==> src/rtl/text_cursor_glyph_renderer_unit_assert.svh <==
// ----------------------------------------------------------------------------
// Assertion macros for the text cursor glyph renderer.
// Simulation builds get concurrent checks; synthesis builds get nothing.
// ----------------------------------------------------------------------------
`ifndef TEXT_CURSOR_GLYPH_RENDERER_UNIT_ASSERT_SVH
`define TEXT_CURSOR_GLYPH_RENDERER_UNIT_ASSERT_SVH

`ifndef SYNTHESIS

`define TCGR_ASSERT_IMPLIES(label, clk, rst_n, cond, prop) \
    label: assert property (@(posedge clk) disable iff (!(rst_n)) (cond) |-> (prop)) \
        else $error("assertion failed: same-cycle implication");

`define TCGR_ASSERT_NEXT(label, clk, rst_n, cond, prop) \
    label: assert property (@(posedge clk) disable iff (!(rst_n)) (cond) |=> (prop)) \
        else $error("assertion failed: next-cycle implication");

`else

`define TCGR_ASSERT_IMPLIES(label, clk, rst_n, cond, prop)
`define TCGR_ASSERT_NEXT(label, clk, rst_n, cond, prop)

`endif

`endif

==> src/rtl/tcgr_pkg.sv <==
// ----------------------------------------------------------------------------
// tcgr_pkg
// Shared types and constants of the text cursor glyph renderer.
// ----------------------------------------------------------------------------
`timescale 1ns / 1ps
`default_nettype none

package tcgr_pkg;

    localparam int CFG_IDX_W = 2;
    localparam int CFG_DATA_W = 16;

    localparam logic [1:0] REQ_CHAR = 2'd0;
    localparam logic [1:0] REQ_CURSOR = 2'd1;
    localparam logic [1:0] REQ_FONT = 2'd2;

    localparam logic [CFG_IDX_W-1:0] CFG_TEXT_SIZE = 2'd0;
    localparam logic [CFG_IDX_W-1:0] CFG_TEXT_COLOR = 2'd1;
    localparam logic [CFG_IDX_W-1:0] CFG_BG_COLOR = 2'd2;

    localparam logic [7:0] NEWLINE_CODE = 8'd10;
    localparam int FONT_COLS = 5;

    localparam logic [3:0] SIZE_RESET = 4'd1;
    localparam logic [15:0] TEXT_COLOR_RESET = 16'hFFFF;
    localparam logic [15:0] BG_COLOR_RESET = 16'h0000;

    typedef struct packed {
        logic [1:0]  req_type;
        logic [7:0]  char_code;
        logic [8:0]  new_x;
        logic [8:0]  new_y;
        logic [10:0] font_index;
        logic [7:0]  font_byte;
    } t_req_item;

    typedef struct packed {
        logic [8:0]  rect_x;
        logic [8:0]  rect_y;
        logic [3:0]  rect_side;
        logic [15:0] rect_color;
        logic        last;
    } t_fill_item;

    typedef struct packed {
        logic set_cur;
        logic font_wr;
        logic newline;
        logic latch_code;
        logic wrap_col;
        logic wrap_row;
        logic prep;
        logic draw;
        logic step;
        logic advance;
    } t_dp_cmd;

    typedef struct packed {
        logic out_free;
        logic last_fill;
    } t_dp_sts;

endpackage

`default_nettype wire

==> src/rtl/tcgr_ctrl.sv <==
// ----------------------------------------------------------------------------
// tcgr_ctrl
// Sequencer that decodes requests and steps the datapath through the cursor
// wrap, glyph fetch and the 48 fill transfers of a character.
// ----------------------------------------------------------------------------
`timescale 1ns / 1ps
`default_nettype none

module tcgr_ctrl
    import tcgr_pkg::*;
(
    input  wire logic      i_clk,
    input  wire logic      i_rst_n,
    input  wire logic      i_in_valid,
    input  wire t_req_item i_req,
    output logic           o_in_ready,
    input  wire t_dp_sts   i_sts,
    output t_dp_cmd        o_cmd
);

    localparam logic [2:0] ST_IDLE = 3'd0;
    localparam logic [2:0] ST_WRAP_COL = 3'd1;
    localparam logic [2:0] ST_WRAP_ROW = 3'd2;
    localparam logic [2:0] ST_PREP = 3'd3;
    localparam logic [2:0] ST_DRAW = 3'd4;

    logic [2:0] r_state;
    logic [2:0] n_state;

    always_ff @(posedge i_clk) begin
        if (!i_rst_n) begin
            r_state <= ST_IDLE;
        end else begin
            r_state <= n_state;
        end
    end

    assign o_in_ready = (r_state == ST_IDLE);

    always_comb begin
        n_state = r_state;
        o_cmd = '0;
        unique case (r_state)
            ST_IDLE: begin
                if (i_in_valid) begin
                    unique case (i_req.req_type)
                        REQ_CURSOR: o_cmd.set_cur = 1'b1;
                        REQ_FONT: o_cmd.font_wr = 1'b1;
                        REQ_CHAR: begin
                            if (i_req.char_code == NEWLINE_CODE) begin
                                o_cmd.newline = 1'b1;
                            end else begin
                                o_cmd.latch_code = 1'b1;
                                n_state = ST_WRAP_COL;
                            end
                        end
                        default: ;
                    endcase
                end
            end
            ST_WRAP_COL: begin
                o_cmd.wrap_col = 1'b1;
                n_state = ST_WRAP_ROW;
            end
            ST_WRAP_ROW: begin
                o_cmd.wrap_row = 1'b1;
                n_state = ST_PREP;
            end
            ST_PREP: begin
                o_cmd.prep = 1'b1;
                n_state = ST_DRAW;
            end
            ST_DRAW: begin
                o_cmd.draw = 1'b1;
                o_cmd.step = i_sts.out_free;
                if (i_sts.out_free && i_sts.last_fill) begin
                    o_cmd.advance = 1'b1;
                    n_state = ST_IDLE;
                end
            end
            default: n_state = ST_IDLE;
        endcase
    end

endmodule

`default_nettype wire

==> config.mk <==
export PLATFORM = sky130hd
export DESIGN_NAME = tcgr_ctrl
export DESIGN_NICKNAME = d
export VERILOG_FILES = /design/src/rtl/text_cursor_glyph_renderer_unit_assert.svh /design/src/rtl/tcgr_pkg.sv /design/src/rtl/tcgr_ctrl.sv
export SDC_FILE = /design/constraint.sdc
export NUM_CORES = 1
export LEC_CHECK = 0
export ABC_CLOCK_PERIOD_IN_PS = 2300
export BUFFER_PORTS_ARGS = -buffer_cell sky130_fd_sc_hd__buf_2
export CAP_MARGIN = 0
export CORE_AREA = 2 2 39 41
export DETAILED_ROUTE_END_ITERATION = 10
export DIE_AREA = 0 0 41 43
export PLACE_DENSITY = 0.71
export REMOVE_ABC_BUFFERS = 1
export SLEW_MARGIN = 20
export SYNTH_ARGS = -nofsm -noshare
export SYNTH_HDL_FRONTEND = slang
export SYNTH_SLANG_ARGS = --single-unit
==> constraint.sdc <==
create_clock -name i_clk -period 2.3 [get_ports i_clk]
set_input_delay 0.46 -clock i_clk [delete_from_list [all_inputs] [get_ports i_clk]]
set_output_delay 0.46 -clock i_clk [all_outputs]
set_load 0.005 [all_outputs]
==> results of run 1 <==
how the worst max path moves through the flow:
stage                           from  endpoint  cells after the start
after floorplan           i_in_valid  o_cmd[6]                      3
after global placement    i_in_valid  o_cmd[6]                      5
after detailed placement  i_in_valid  o_cmd[6]                      5
after CTS                 r_state[0]  o_cmd[6]                      4
after global routing      r_state[0]  o_cmd[7]                      4
final                     r_state[0]  o_cmd[6]                      4
critical path: stages (launching register included):
cell      delay [ns]
dfxtp_1         0.36
or4b_4          0.57
nand2b_4        0.16
a21oi_2         0.09
buf_2           0.11
logic make-up after synthesis:
logic type,Yosys count
and+or+nand+nor,21
DFF,3
AOI/OAI and AO/OA,3
xor gates and xnor gates,1
routing by layer:
metal	track usage, %	routed length [um]	share of wire, %	vias up
li1	-	-	-	164
met1	9.936	253	42	132
met2	10.63	258	43	25
met3	1.571	79	13	2
met4	8.000	15	2.5	0
met5	0	0	0	-
cells in the mapped netlist (all sizes together):
| cell type | number | area (sq um) |
|---|---|---|
| nand2 | 2 | 7.510 |
| nor4bb | 1 | 10.01 |
| xnor2 | 1 | 8.760 |
| nor2b | 1 | 6.260 |
| nor3 | 1 | 5.000 |
| nor4 | 1 | 6.260 |
| nand2b | 1 | 13.76 |
| a21oi | 2 | 13.76 |
| a22o | 1 | 8.760 |
| or4b | 1 | 13.76 |
| and4 | 1 | 8.760 |
| and3 | 1 | 6.260 |
| and2 | 2 | 12.51 |
| and3b | 1 | 10.01 |
| dfxtp | 3 | 60.06 |
| nor2 | 3 | 13.77 |
| nor3b | 5 | 37.54 |
metrics by stage:
stage / hold slack, ns / cell area [sq um] / setup WS (ns) / utilization, % / power, mW
floorplan: 0.4878 / 242.7 / 0.6659 / - / 0.08495
global placement: 0.5282 / 387.9 / 0.4626 / 28.03 / 0.1080
detailed placement: 0.5472 / 387.9 / 0.4621 / 28.03 / 0.1092
CTS: 0.4738 / 414.1 / 0.2920 / 29.93 / 0.2050
global route: 0.4815 / 414.1 / 0.2261 / 29.93 / 0.2165
finish: 0.4867 / 414.1 / 0.3035 / 29.93 / 0.1997
power breakdown:
| part | internal, mW | total [mW] | switching, mW | leakage [nW] |
|---|---|---|---|---|
| registers | 0.0556 | 0.0615 | 0.00587 | 0.0244 |
| logic | 0.0292 | 0.0462 | 0.0170 | 0.175 |
| clock network | 0.0650 | 0.0920 | 0.0270 | 0.0150 |
area by class of cell:
| cell class | instances | area [sq um] | share of cell area, % |
|---|---|---|---|
| clock buffers | 4 | 26.28 | 6.344 |
| multi-input cells | 25 | 182.7 | 44.11 |
| flip-flops and latches | 3 | 60.06 | 14.50 |
| well taps | 16 | 20.02 | 4.834 |
| repair buffers | 25 | 125.1 | 30.21 |
==> impl_metrics.ini, run 1 <==
[worst_setup_path]
arrival_ns = 1.54
start_kind = flop
ff2ff_setup_slack_ns = 1.22
rr_endpoint = r_state[2]
crit_required_ns = 1.84
critPathKind = flop to output pin
r2r-start = r_state[2]
reg2regPathDepth = 3
crit_path_max_fanout = 7
end_kind = output pin

[detailed_routing]
drc_errors = 0
avgViaCountPerCell = 4.425
drt_pass1_iterations = 2
ant_nets = 0
routed_wirelength_um = 607
vias = 323
drtIter0Drc = 2
avgRoutedWirePerCell_um = 8.315

[synthesis]
yosys.area_share.simple_pct = 62.37
synth_top_family_by_area = simple AND/OR/NAND/NOR gates
avgSynthCellArea_sq_um = 8.669
syn_inst = 28
yosysWarnings = 0
seq_area_frac_synth_pct = 24.74
synth_area_sq_um = 242.7
synth-compound-area-share_pct = 9.278
synth_seq_cells = 3
synth_cell_types = 19
synth-xor-area-share_pct = 3.608
synth_fa_ha_area_share_pct = 0
synthMuxAreaShare_pct = 0

[clock_tree]
numCtsBuffers = 3
htree_levels = 1
cts_root_buffer = clkbuf_4
cts_setup_buffers = 0
worstSkewPairLatency_ns = 0.23
holdBufCountCts = 0
cts.path.max_buffers = 2
cts_tree = yes
cts.sinks = 3
path_clk_slew_ns = 0.04
cts_resized = 0

[die]
ioPinCount = 63
row_count = 14
dieArea_sq_um = 1763
initial_utilization_pct = 17.54
die_y_um = 43
die_width_um = 41
core_sq_um = 1384

[timing]
rsz0062_at_grt = false
relSlewSlack_pct = 70.84
fmax_ghz = 0.5009
hold_viol = 0
fin_tns_setup_ns = 0
setup_viol = 0
skew_ns = 0.001821
min_period_ns = 1.997
fin_crit_sh_pct = 86.81
tightest_slew_ns = 0.4315
slew_violations = 0

[final_layout]
largest_register_ffs = 3
antennaDiodeCount = 0
largest_registers = r_state: 3 flops
syn2layout_area_growth_pct = 70.62
layout_commonest_cell = buf_2
largest-register = r_state
drive_gt1_share_pct = 57.89
final_cell_count_no_fill = 73
fillers = 152
final_cell_mix = buf_2 (25), nor3b_1 (5), clkbuf_4 (3), dfxtp_1 (3)
final_nets = 110

[grt]
antenna_found_initial = 0
grt_pass1_vias = 268
gr-total-overflow = 0
grt_usage_pct = 8.024
grt_max_degree = 8
grt_first_pass_wirelength_um = 938

[place]
io_buffers = 25
gp_congestion = 0.6839
dp.cells = 69
hpwl_um = 516.2

[pwr]
p_per_area_nw_per_um2 = 482.1
leakage_nw = 0.2141
vdd_drop_max_mv = 0.1905

[min_path]
min_to = r_state[0]
hold_start = i_rst_n
holdPathStages = 2
hp-class = input pin to flop

[run_status]
status = finished, final reports clean

[job]
drv_cap = 0
Power figures use the tool's default switching activity.
==> inputs of run 2 (changes only) <==
--- a/config.mk
+++ b/config.mk
@@ -5,13 +5,13 @@
 export SDC_FILE = /design/constraint.sdc
 export NUM_CORES = 1
 export LEC_CHECK = 0
-export ABC_CLOCK_PERIOD_IN_PS = 2300
+export ABC_CLOCK_PERIOD_IN_PS = 1800
 export BUFFER_PORTS_ARGS = -buffer_cell sky130_fd_sc_hd__buf_2
 export CAP_MARGIN = 0
-export CORE_AREA = 2 2 39 41
+export CORE_MARGIN = 2
+export CORE_UTILIZATION = 18
 export DETAILED_ROUTE_END_ITERATION = 10
-export DIE_AREA = 0 0 41 43
-export PLACE_DENSITY = 0.71
+export PLACE_DENSITY = 0.74
 export REMOVE_ABC_BUFFERS = 1
 export SLEW_MARGIN = 20
 export SYNTH_ARGS = -nofsm -noshare
==> constraint.sdc (replaced) <==
create_clock -name i_clk -period 1.8 [get_ports i_clk]
set_input_delay 0.36 -clock i_clk [delete_from_list [all_inputs] [get_ports i_clk]]
set_output_delay 0.36 -clock i_clk [all_outputs]
set_load 0.005 [all_outputs]
==> run 2 against run 1 <==
The run now ends with negative setup slack left; largest power group unchanged; flip-flop and latch count unchanged; sequential power is 19% higher; power up 31%.
==> impl_metrics.ini, run 2 (synthesis gave the netlist of run 1 again) <==
[run_status]
status = finished with violations
violations = negative setup slack

[final_layout]
layout_commonest_cell = buf_2
multi_input_area_sq_um = 187.7
utilization_pct = 34.27
largest_register_ffs = 3
fillers = 139
largest_registers = r_state: 3 flops
final_cell_area_sq_um = 440.4
drive_gt1_share_pct = 61.67
antennaDiodeCount = 0
largest-register = r_state
final_cell_mix = buf_2 (25), nor3b_1 (4), clkbuf_4 (3), buf_4 (3), dfxtp_1 (3)
syn2layout_area_growth_pct = 81.44
final_nets = 113
seq_area_sq_um = 60.06

[worst_setup_path]
rr_endpoint = r_state[0]
ff2ff_setup_slack_ns = 0.78
slowest_stage = or4b_4
crit_chain = or4b_4 -> nand2b_4 -> a21oi_2 -> buf_2
r2r-start = r_state[0]
end_kind = output pin
crit_path_max_fanout = 3
endpoint = o_cmd[6]
arrival_ns = 1.45
crit_path_max_incr_delay_ns = 0.55
start_kind = flop
critPathKind = flop to output pin
reg2regPathDepth = 4
cp-startpoint = r_state[1]
crit_required_ns = 1.44

[place]
postPlaceCellArea_sq_um = 409.1
dp_slack_ns = 0.1157
io_buffers = 25
gp_congestion = 0.7220

[grt]
grt_first_pass_wirelength_um = 993
gr-total-overflow = 0
antenna_found_initial = 0
grt_max_degree = 7
grt_usage_pct = 9.561
grt_pass1_vias = 277

[detailed_routing]
avgViaCountPerCell = 4.373
met1_length_um = 339
wl_met3_um = 59
routed_wirelength_um = 696
highest_layer = met3
avgRoutedWirePerCell_um = 9.280
met2_length_um = 297
vias = 328
ant_nets = 0
drtIter0Drc = 5
drt_pass1_iterations = 3
drc_errors = 0

[pwr]
leakage_nw = 0.2341
p_per_area_nw_per_um2 = 592.4
vdd_drop_max_mv = 0.2742

[timing]
rsz0062_at_grt = true
slew_violations = 0
skew_ns = 0.001842
relSlewSlack_pct = 67.05
setup_viol = 1
setup_ws_ns = -0.01220
fmax_ghz = 0.5518
tightest_slew_ns = 0.4876
fin_crit_sh_pct = 100.7
holdWs_ns = 0.3922
min_period_ns = 1.812
hold_viol = 0

[clock_tree]
worstSkewPairLatency_ns = 0.23
cts.path.max_buffers = 2
path_clk_slew_ns = 0.04
htree_levels = 1
cts_setup_buffers = 0
numCtsBuffers = 3
cts_tree = yes
cts.sinks = 3
cts_root_buffer = clkbuf_4
holdBufCountCts = 0

[job]
drv_cap = 0

[die]
dieArea_sq_um = 1658
ioPinCount = 63
die_y_um = 40.72
initial_utilization_pct = 18.89
row_count = 13
core_sq_um = 1285
die_width_um = 40.72

[min_path]
hp-class = input pin to flop
[run 2: cell types whose count changed in the layout (fill, tap and decap cells not counted), sizes merged]
| cell | previous run | this run |
|---|---|---|
| buf | 25 | 28 |
[run 2: area by class of cell]
cell class	count	area share, %
multi-input cells	25	42.61
repair buffers	28	33.52
flip-flops and latches	3	13.64
clock buffers	4	5.966
well taps	15	4.261
[run 2: power by group]
part	internal [mW]	switching [mW]	total, mW
logic	0.0426	0.0301	0.0727
clock network	0.0829	0.0321	0.115
registers	0.0710	0.00211	0.0731
total	0.197	0.0644	0.261
[run 2: per-layer routing]
| metal | global-route usage [%] | vias up |
|---|---|---|
| met1 | 10.68 | 135 |
| met5 | 0 | - |
| met3 | 4.891 | 0 |
| met4 | 5.000 | 0 |
| li1 | - | 169 |
| met2 | 14.68 | 24 |
[run 2: repair_timing]
action                                  in CTS  in global routing
resized for setup                            0                  1
endpoints found under the setup margin       2                  5
pin swaps                                    1                  1
[run 2: worst max-delay path: cells and delay by family (launching register included)]
family	cells	cell delay (ns)
DFF	1	0.30
buffers and inverters	1	0.12
AOI/OAI and AO/OA	1	0.09
and+or+nand+nor	2	0.72
[run 2: worst min-delay path by stage]
stage	endpoint	slack, ns	depth (start not counted)	startpoint
floorplan	r_state[1]	0.49	1	r_state[2]
global placement	r_state[1]	0.55	2	r_state[2]
detailed placement	r_state[1]	0.56	2	r_state[2]
CTS	r_state[2]	0.38	2	i_rst_n
global route	r_state[2]	0.40	2	i_rst_n
finish	r_state[2]	0.39	2	i_rst_n
[run 2: per-stage QoR]
stage	power, mW	TNS, ns	instances
finish	0.2609	-0.01220	75
global route	0.2818	-0.1889	75
detailed placement	0.1464	0	71
CTS	0.2662	-0.04144	75
global placement	0.1445	0	71
floorplan	0.1085	0	28
==> inputs of run 3 (changes only) <==
--- a/config.mk
+++ b/config.mk
@@ -11,6 +11,7 @@
 export CORE_MARGIN = 2
 export CORE_UTILIZATION = 18
 export DETAILED_ROUTE_END_ITERATION = 10
+export MAX_ROUTING_LAYER = met4
 export PLACE_DENSITY = 0.74
 export REMOVE_ABC_BUFFERS = 1
 export SLEW_MARGIN = 20
==> run 3 against run 2 <==
The flow still finishes with violations (negative setup slack); setup slack about the same; via count unchanged; first-iteration DRC count unchanged; combinational power about the same; flip-flop and latch count unchanged; highest routed layer unchanged; sequential power about the same.
==> impl_metrics.ini, run 3 (synthesis gave the netlist of run 1 again) <==
[run_status]
violations = negative setup slack
status = finished with violations

[pwr]
leakage_nw = 0.2341
p_per_area_nw_per_um2 = 592.3
p_sw_share_pct = 24.67
p_switching_uw = 64.34
internal_power_uw = 196.5
vdd_drop_max_mv = 0.2742
combPwrFrac_pct = 27.9
p_seq_share_pct = 28.0
power_frac_clock_pct = 44.1

[timing]
fin_crit_sh_pct = 100.7
setup_ws_ns = -0.01216
fin_tns_setup_ns = -0.01216
tightest_slew_ns = 0.4876
skew_ns = 0.001886
relSlewSlack_pct = 67.05
hold_viol = 0
rsz0062_at_grt = true
min_period_ns = 1.812
setup_viol = 1
holdWs_ns = 0.3923
fmax_ghz = 0.5518
slew_violations = 0

[die]
dieArea_sq_um = 1658
row_count = 13
initial_utilization_pct = 18.89
die_y_um = 40.72
die_width_um = 40.72
ioPinCount = 63
core_sq_um = 1285

[clock_tree]
cts_tree = yes
cts.path.max_buffers = 2
htree_levels = 1
worstSkewPairLatency_ns = 0.23
cts_setup_buffers = 0
numCtsBuffers = 3
path_clk_slew_ns = 0.04
holdBufCountCts = 0
cts_root_buffer = clkbuf_4
cts.sinks = 3

[detailed_routing]
avgRoutedWirePerCell_um = 9.267
ant_nets = 0
avgViaCountPerCell = 4.373
drc_errors = 0
routed_wirelength_um = 695
drtIter0Drc = 5
drt_pass1_iterations = 3
vias = 328

[final_layout]
final_nets = 113
drive_gt1_share_pct = 61.67
final_cell_count_no_fill = 75
layout_commonest_cell = buf_2
final_cell_mix = buf_2 (25), nor3b_1 (4), clkbuf_4 (3), buf_4 (3), dfxtp_1 (3)
final_cell_area_sq_um = 440.4
largest_registers = r_state: 3 flops
largest_register_ffs = 3
largest-register = r_state
antennaDiodeCount = 0
syn2layout_area_growth_pct = 81.44

[grt]
gr-total-overflow = 0
antenna_found_initial = 0
grt_pass1_vias = 276
grt_first_pass_wirelength_um = 993
grt_usage_pct = 9.827
grt_max_degree = 7

[place]
dp_slack_ns = 0.1157
gp_congestion = 0.7305
postPlaceCellArea_sq_um = 409.1
dp.cells = 71
io_buffers = 25

[job]
drv_cap = 0

[worst_setup_path]
crit_path_max_fanout = 3
crit_required_ns = 1.44
start_kind = flop
arrival_ns = 1.45
end_kind = output pin
critPathKind = flop to output pin

[min_path]
hp-class = input pin to flop
-- run 3: worst paths after layout --
check                           startpoint          to  slack [ns]  cells past startpoint
worst min register to register  r_state[2]  r_state[1]        0.57                      2
worst min-delay path               i_rst_n  r_state[2]        0.39                      2
worst max-delay path            r_state[1]    o_cmd[6]       -0.01                      4
worst max register to register  r_state[0]  r_state[0]        0.78                      4
-- run 3: through the flow --
step / util (%) / power, mW
detailed placement: 31.84 / 0.1464
floorplan: - / 0.1085
CTS: 33.89 / 0.2662
global placement: 31.84 / 0.1445
finish: 34.27 / 0.2609
global route: 34.27 / 0.2818
-- run 3: critical path, stage by stage (launching register included) --
cell and delay, ns:
dfxtp_1 0.30, or4b_4 0.55, nand2b_4 0.17, a21oi_2 0.09
buf_2 0.12
-- run 3: final cells by class --
type                            instances  area (sq um)
Tap cell                               15         18.77
Timing Repair Buffer                   28         147.6
Sequential cell                         3         60.06
Multi-Input combinational cell         25         187.7
Fill cell                             139         844.6
Clock buffer                            4         26.28
-- run 3: power by group through the flow --
| stage | Clock [mW] | Combinational [mW] | Sequential [mW] |
|---|---|---|---|
| after detailed placement | 0 | 0.0722 | 0.0742 |
| after CTS | 0.120 | 0.0726 | 0.0731 |
| after floorplan | 0 | 0.0311 | 0.0775 |
| after global routing | 0.129 | 0.0794 | 0.0731 |
| final | 0.115 | 0.0727 | 0.0731 |
| after global placement | 0 | 0.0708 | 0.0738 |
-- run 3: per-layer routing --
| layer | GRT usage, % | vias to the layer above | wire length [um] |
|---|---|---|---|
| met4 | 5.000 | 0 | 0 |
| met2 | 14.68 | 24 | 298 |
| met5 | - | - | 0 |
| met3 | 4.891 | 0 | 57 |
| li1 | - | 169 | - |
| met1 | 10.68 | 135 | 339 |
-- run 3: what timing repair did --
item                                    CTS  global route
pin swaps                                 1             1
endpoints found under the setup margin    2             5
gates resized for setup                   0             1
